===== config.mk =====
export PLATFORM = sky130hd
export DESIGN_NAME = pgs_div
export DESIGN_NICKNAME = d
export VERILOG_FILES = /design/src/rtl/pgs_pkg.sv /design/src/rtl/pgs_div.sv
export SDC_FILE = /design/constraint.sdc
export NUM_CORES = 1
export LEC_CHECK = 0
export ABC_AREA = 1
export BUFFER_PORTS_ARGS = -buffer_cell sky130_fd_sc_hd__buf_4
export CORE_MARGIN = 2
export CORE_UTILIZATION = 52
export DETAILED_ROUTE_END_ITERATION = 8
export GPL_ROUTABILITY_DRIVEN = 0
export PLACE_DENSITY = 0.8
export RECOVER_POWER = 100
export SKIP_LAST_GASP = 1
export SYNTH_ARGS = -nofsm -noshare
export SYNTH_HDL_FRONTEND = slang
export SYNTH_SLANG_ARGS = --single-unit

===== constraint.sdc =====
create_clock -name clk -period 2.4 [get_ports clk]
set_input_delay 0.48 -clock clk [delete_from_list [all_inputs] [get_ports clk]]
set_output_delay 0.48 -clock clk [all_outputs]
set_load 0.01 [all_outputs]

===== src/rtl/pgs_pkg.sv =====
`timescale 1ns / 1ps
// Package for the page group statistics table: sizes, beat types, codes and helpers.
// No dependencies; every rtl file imports it.
package pgs_pkg;

    localparam int ADDR_W          = 48;
    localparam int VAL_W           = 32;
    localparam int SUM_W           = 48;
    localparam int SHARE_W         = 17;
    localparam int OFF_W           = 4;

    localparam int NUM_GROUPS      = 4096;
    localparam int HUGEPAGE_SHIFT  = 21;
    localparam int PAGES_PER_GROUP = 8;
    localparam int WINDOW_RADIUS   = 7;

    localparam int IDX_W     = $clog2(NUM_GROUPS);
    localparam int GRP_SHIFT = HUGEPAGE_SHIFT + $clog2(PAGES_PER_GROUP);
    localparam int GRP_W     = ADDR_W - GRP_SHIFT;
    localparam int NB_W      = GRP_W + 2;
    localparam int SHARE_FRAC = 16;

    localparam int DVD_W = SUM_W;
    localparam int DSR_W = VAL_W;
    localparam int CNT_W = $clog2(DVD_W);
    localparam logic [CNT_W-1:0] CNT_LAST = CNT_W'(DVD_W - 1);

    localparam logic [VAL_W-1:0] VAL_MAX   = '1;
    localparam logic [VAL_W-1:0] SHARE_MAX = VAL_W'((1 << SHARE_W) - 1);

    localparam logic signed [OFF_W-1:0] OFF_FIRST = OFF_W'(-WINDOW_RADIUS);
    localparam logic signed [OFF_W-1:0] OFF_LAST  = OFF_W'(WINDOW_RADIUS);
    localparam logic signed [OFF_W-1:0] OFF_ZERO  = '0;

    localparam logic STATUS_DONE    = 1'b0;
    localparam logic STATUS_REFUSED = 1'b1;

    // division slots: 0 count, 1 ewma, 2 share, 3 share ewma
    localparam logic [1:0] DSEL_COUNT     = 2'd0;
    localparam logic [1:0] DSEL_EWMA      = 2'd1;
    localparam logic [1:0] DSEL_SHARE     = 2'd2;
    localparam logic [1:0] DSEL_SHARE_EW  = 2'd3;

    typedef enum logic [1:0] {
        OP_UPDATE = 2'd0,
        OP_ADD    = 2'd1,
        OP_CLEAR  = 2'd2,
        OP_QUERY  = 2'd3
    } op_t;

    typedef enum logic [3:0] {
        ST_CLEAR,
        ST_IDLE,
        ST_URD,
        ST_DIV,
        ST_DWAIT,
        ST_UWR,
        ST_QRD,
        ST_QCHK,
        ST_EMIT
    } state_t;

    typedef struct packed {
        op_t               op;
        logic [ADDR_W-1:0] address;
        logic [VAL_W-1:0]  access_count;
        logic [VAL_W-1:0]  access_ewma;
        logic [VAL_W-1:0]  total_accesses;
        logic [VAL_W-1:0]  sample_age;
    } in_item_t;

    typedef struct packed {
        logic                    status;
        logic signed [OFF_W-1:0] window_offset;
        logic                    present;
        logic [VAL_W-1:0]        avg_count;
        logic [VAL_W-1:0]        avg_ewma;
        logic [SHARE_W-1:0]      avg_share;
        logic [SHARE_W-1:0]      avg_share_ewma;
        logic                    last_item;
    } out_item_t;

    typedef struct packed {
        logic [VAL_W-1:0] sample_count;
        logic [VAL_W-1:0] share_samples;
        logic [SUM_W-1:0] sum_count;
        logic [SUM_W-1:0] sum_ewma;
        logic [SUM_W-1:0] sum_share;
        logic [SUM_W-1:0] sum_share_ewma;
    } stats_t;

    typedef struct packed {
        logic             start;
        logic [DVD_W-1:0] dividend;
        logic [DSR_W-1:0] divisor;
    } div_req_t;

    typedef struct packed {
        logic             busy;
        logic             done;
        logic [DVD_W-1:0] quotient;
    } div_rsp_t;

    function automatic logic [SUM_W-1:0] sat_add(input logic [SUM_W-1:0] a,
                                                 input logic [SUM_W-1:0] b);
        logic [SUM_W:0] s;
        s = {1'b0, a} + {1'b0, b};
        return s[SUM_W] ? {SUM_W{1'b1}} : s[SUM_W-1:0];
    endfunction

endpackage


===== src/rtl/pgs_div.sv =====
`timescale 1ns / 1ps
// Restoring divider, one quotient bit per cycle.
// Depends on pgs_pkg.
module pgs_div (
    input  logic              clk,
    input  logic              rst_n,
    input  pgs_pkg::div_req_t req,
    output pgs_pkg::div_rsp_t rsp
);
    import pgs_pkg::*;

    logic             busy_reg, busy_next;
    logic             done_reg, done_next;
    logic [CNT_W-1:0] cnt_reg, cnt_next;
    logic [DVD_W-1:0] dvd_reg, dvd_next;
    logic [DSR_W-1:0] dsr_reg, dsr_next;
    logic [DSR_W:0]   rem_reg, rem_next;
    logic [DSR_W:0]   rem_sh;
    logic             ge;

    always_comb
    begin
        rem_sh    = {rem_reg[DSR_W-1:0], dvd_reg[DVD_W-1]};
        ge        = rem_sh >= {1'b0, dsr_reg};
        busy_next = busy_reg;
        done_next = 1'b0;
        cnt_next  = cnt_reg;
        dvd_next  = dvd_reg;
        dsr_next  = dsr_reg;
        rem_next  = rem_reg;
        if (req.start)
        begin
            busy_next = 1'b1;
            cnt_next  = '0;
            dvd_next  = req.dividend;
            dsr_next  = req.divisor;
            rem_next  = '0;
        end
        else if (busy_reg)
        begin
            rem_next = ge ? (rem_sh - {1'b0, dsr_reg}) : rem_sh;
            dvd_next = {dvd_reg[DVD_W-2:0], ge};   // quotient shifts in from the bottom
            cnt_next = cnt_reg + 1'b1;
            if (cnt_reg == CNT_LAST)
            begin
                busy_next = 1'b0;
                done_next = 1'b1;
            end
        end
    end

    always_ff @(posedge clk or negedge rst_n)
    begin
        if (!rst_n)
        begin
            busy_reg <= 1'b0;
            done_reg <= 1'b0;
            cnt_reg  <= '0;
        end
        else
        begin
            busy_reg <= busy_next;
            done_reg <= done_next;
            cnt_reg  <= cnt_next;
        end
    end

    always_ff @(posedge clk)
    begin
        dvd_reg <= dvd_next;
        dsr_reg <= dsr_next;
        rem_reg <= rem_next;
    end

    assign rsp.busy     = busy_reg;
    assign rsp.done     = done_reg;
    assign rsp.quotient = dvd_reg;

endmodule


Word level (Yosys, flattened, before mapping)
Index checks and enable logic that the tools add are counted.
Operators by class
  add/sub/neg operators: 2
  $mul: 0
  divide/modulo/power cells: 0
  $lt $le $gt $ge: 1
  equal/unequal tests: 1
  shift-type cells: 0
  muxes and demuxes: 11
  bitwise operators: 0
  reduce and logical (&&, ||, !) cells: 1
Operator list (number)
  $mux W48: 2
  $ge A33 B32 Y1: 1
  $mux W32: 1
  $sub A32 B32 Y32: 1
  $mux W6: 2
  $add A6 B1 Y6 const B: 1
  $eq A6 B6 Y1 const B: 1
  $mux W1: 6
  $reduce_bool A2 Y1: 1
Storage, ports and cells
  bits in registers: 120
  latch bits: 0
  memory bits (writable): 0
  ROM bits: 0
  input bits: 83
  output and inout port bits: 50
  word-level logic and storage cells: 22
  memories: 0

Logic depth before layout (Yosys ltp)
  word-level depth: 4
  depth in mapped cells: 17
  gate-level depth less buffers: 16

Worst setup path after synthesis
Ideal clock, no wire load.
  path kind: input to register
  start point: input port req[80] (netlist bit)
  end point: register dvd_reg[0], enable pin
  setup time: 0.432 ns
  data arrival time: 2.388 ns
  data required time: 1.968 ns
  setup slack: -0.420 ns
  stages on the path: 4
  path buffers: 2
  cell sequence: clkbuf_1 nor2_1 inv_1 clkbuf_1
Between the ends
  longest elaborated chain between the ends: 1
Ends and longest elaborated chain
  start, declared: RTL line pgs_div.sv:7  | input pgs_pkg::div_req_t req,
  $reduce_bool A2 Y1 (no line)
  end signal, assigned: RTL line pgs_div.sv:70  | dvd_reg <= dvd_next;
  end, declared: RTL line pgs_div.sv:15  | logic [DVD_W-1:0] dvd_reg, dvd_next;
Every way passes these cells.
A chain may end at the register's enable or synchronous reset.

Worst setup path after layout
  start point: register dsr_reg[21]
  end point: register rem_reg[27]
Between the ends
  longest elaborated chain between the ends: 2
  elaborated cells on any way between the ends: 3
  those cells by class: add/sub (1); order compare (1); mux (1)
Ends and longest elaborated chain
  start, declared: RTL line pgs_div.sv:16  | logic [DSR_W-1:0] dsr_reg, dsr_next;
  start signal, assigned: RTL line pgs_div.sv:71  | dsr_reg <= dsr_next;
  $sub A32 B32 Y32 / $ge A33 B32 Y1 (equally long branches): RTL line pgs_div.sv:41, pgs_div.sv:24
  $mux W32 (*): RTL line pgs_div.sv:41  | rem_next = ge ? (rem_sh - {1'b0, dsr_reg}) : rem_sh;
  end signal, assigned: RTL line pgs_div.sv:72  | rem_reg <= rem_next;
  end, declared: RTL line pgs_div.sv:17  | logic [DSR_W:0] rem_reg, rem_next;
Mark *: on every way between the ends. The rest lies on a longest branch, timed or not.

==> impl_metrics.json <==
{
  "critical_path.max_fanout": 16,
  "p_sw_frac": 0.395,
  "clock_skew_ps": 12.2,
  "final_cell_mix": "456 x nand2_1, 182 x inv_1, 80 x edfxtp_1",
  "grt_pass1_wl_um": 31900,
  "grt_max_degree": 52,
  "cts_sinks": 120,
  "clk_path_buf_depth": 2,
  "grt_usage": 0.253,
  "clkPwrFrac": 0.286,
  "maxCapViolCount": 0,
  "fmax_ghz": 0.438,
  "first_iter_violations": 687,
  "fin_crit_sh": 0.952,
  "ys.flop_type": "edfxtp_1",
  "status": "finished, final reports clean",
  "fin_hold_ws_ps": 238,
  "final_antenna_net_count": 0,
  "ys_types": 37,
  "synth_edf_count": 80,
  "std_cell_rows": 44,
  "setup_violations": 0,
  "final_core_util": 0.644,
  "num-nets-final": 1323,
  "final_common_cell": "nand2_1",
  "hold_class": "in2reg",
  "wire_per_inst_um": 13.9,
  "crit_required_ps": 2730,
  "cts_buffers": 17,
  "cts-root-buf": "clkbuf_16",
  "drtPass1Iterations": 5,
  "syn_nets": 1183,
  "finalNonFillerCells": 1403,
  "drc": 0,
  "numPortBuffers": 132,
  "routed_wl_um": 19500,
  "p_per_area_mw_per_mm2": 965,
  "cellLeakagePower_nw": 4.89,
  "top_usage_layer": "met2",
  "fp.dieW_um": 125,
  "gr-usage-met3": 0.0829,
  "cp-end-kind": "register",
  "ys_async_sr_fraction": 0.0667,
  "numPlacedInstances": 1366,
  "max_slew_margin": 0.279,
  "fillerInstances": 1291,
  "clk_pin_slew_worst_paths_ps": 70,
  "cts_tree": "yes",
  "grt_util_met1": 0.309,
  "diodes": 0,
  "drive_above_1_share": 0.130,
  "power_switching_mw": 3.52,
  "largest_reg_flops": 48,
  "yosys-top-cells-area": "edfxtp_1 32%, nand2_1 23%, inv_1 9.1%, dfxtp_1 8.4%, ha_1 5.4%",
  "core_sq_mm": 0.0144,
  "dp_hpwl_um": 14200,
  "slew_violations": 0,
  "seqCellArea_sq_mm": 0.00324,
  "multiInputGateArea_sq_mm": 0.00353,
  "htree_num_levels": 4,
  "dieHeight_um": 125,
  "antenna_found_initial": 0,
  "ir_drop_v": 0.000685,
  "p_seq_frac": 0.307,
  "yosysTopAreaCellShare": 0.317,
  "vias": 7177,
  "ys_seq_area_frac": 0.427,
  "syn_inst": 1066,
  "synthToLayoutAreaGrowth_pct": 21.8,
  "path_class": "reg2reg",
  "clk_latency_ps": 430,
  "synth_seq_cells": 120,
  "hold_viol": 0,
  "layout_min_cycle_time_ps": 2280,
  "grt-ovfl-total": 0,
  "start_kind": "register",
  "start_util": 0.528,
  "synth_top_area_cell": "edfxtp_1",
  "fin_setup_tns_ps": 0,
  "synth_area_sq_mm": 0.00759,
  "syn_area_per_cell_sq_um": 7.12,
  "io_pins": 133,
  "dieArea_sq_mm": 0.0156,
  "p_comb_frac": 0.408,
  "internal-power_mw": 5.40,
  "worst_slew_pin_slew_ps": 1080,
  "cp.arrival_ps": 2610,
  "grt_setup_unrepaired": "no",
  "grt_pass1_vias": 6940,
  "post_drt_via_cell_ratio": 5.12,
  "synth_warnings": 0,
  "use_met2": 0.421
}
timing repair:
item                                    4_1_cts  5_1_grt
hold endpoints to repair                      8        0
endpoints found under the setup margin        0       33
hold buffers                                  1        0
buffers inserted                              0        3
gates resized for setup                       0       15
kinds of logic after synthesis:
group                      synth area share
adders and majority gates            0.0570
xor gates and xnor gates             0.0162
DFF                                   0.427
and+or+nand+nor                       0.351
buffers and inverters                 0.113
AOI/OAI and AO/OA                    0.0358
worst max-delay path, stage by stage, from the launching register on:
cell      delay (ps)
edfxtp_1         330
inv_1             40
ha_1             390
nand2_2          120
nor2_4           180
nand2_1          100
nor2_2           150
nand2_2           80
nor2_4           100
nor2_4            50
buf_4            140
nand2_4           80
buf_6            190
nand3_1          100
nand2_1           80
nand2_1           40
metrics by stage:
stage / setup slack [ps] / instance area, sq um / total power [mW]
global placement: 78.4 / 8770 / 6.25
finish: 116 / 9250 / 8.92
CTS: 21.3 / 9360 / 8.87
detailed placement: 19.4 / 8770 / 6.29
floorplan: 364 / 7590 / 5.41
global route: 7.79 / 9250 / 9.56
synthesized netlist by cell type (4+ instances only):
library cell,count
nand2_1,459
inv_1,183
edfxtp_1,80
nand3_1,74
nor2_1,47
ha_1,33
dfxtp_1,32
a21oi_1,23
nand3b_1,15
clkbuf_1,13
xnor2_1,13
o21ai_1,10
o21ai_0,9
dfrtp_1,8
nand3_2,8
nand4_1,8
buf_2,6
nand2_2,6
nor3_1,6
nor2_2,4
routing by layer:
layer | part of all wire | vias up
li1 | - | 3579
met1 | 0.42 | 3294
met2 | 0.47 | 261
met3 | 0.083 | 43
met4 | 0.024 | 0
met5 | 0 | -
worst paths after layout:
path	from	slack (ps)	to	cells after the start
setup / recovery	dsr_reg[21]	120	rem_reg[27]	15
hold / removal	req[14]	240	dsr_reg[14]	1
setup reg to reg	dsr_reg[21]	120	rem_reg[27]	15
hold reg to reg	rem_reg[13]	470	rem_reg[13]	2
max in group asynchronous	rst_n	1560	cnt_reg[5]	2
min in group asynchronous	rst_n	520	done_reg	2
power groups by stage:
stage / combinational (mW) / sequential, mW / clock, mW
global placement: 3.50 / 2.76 / 0
finish: 3.64 / 2.74 / 2.55
floorplan: 2.65 / 2.76 / 0
detailed placement: 3.53 / 2.76 / 0
CTS: 3.56 / 2.73 / 2.58
global route: 4.10 / 2.77 / 2.69
area by class of cell:
cell class                 count  area share
multi-input combinational    732       0.382
sequential                   120       0.351
timing repair buffer         149       0.104
inverter                     186      0.0755
clock buffer                  17      0.0460
tap                          184      0.0249
clock inverter                15      0.0169
Power figures use the tool's default switching activity.
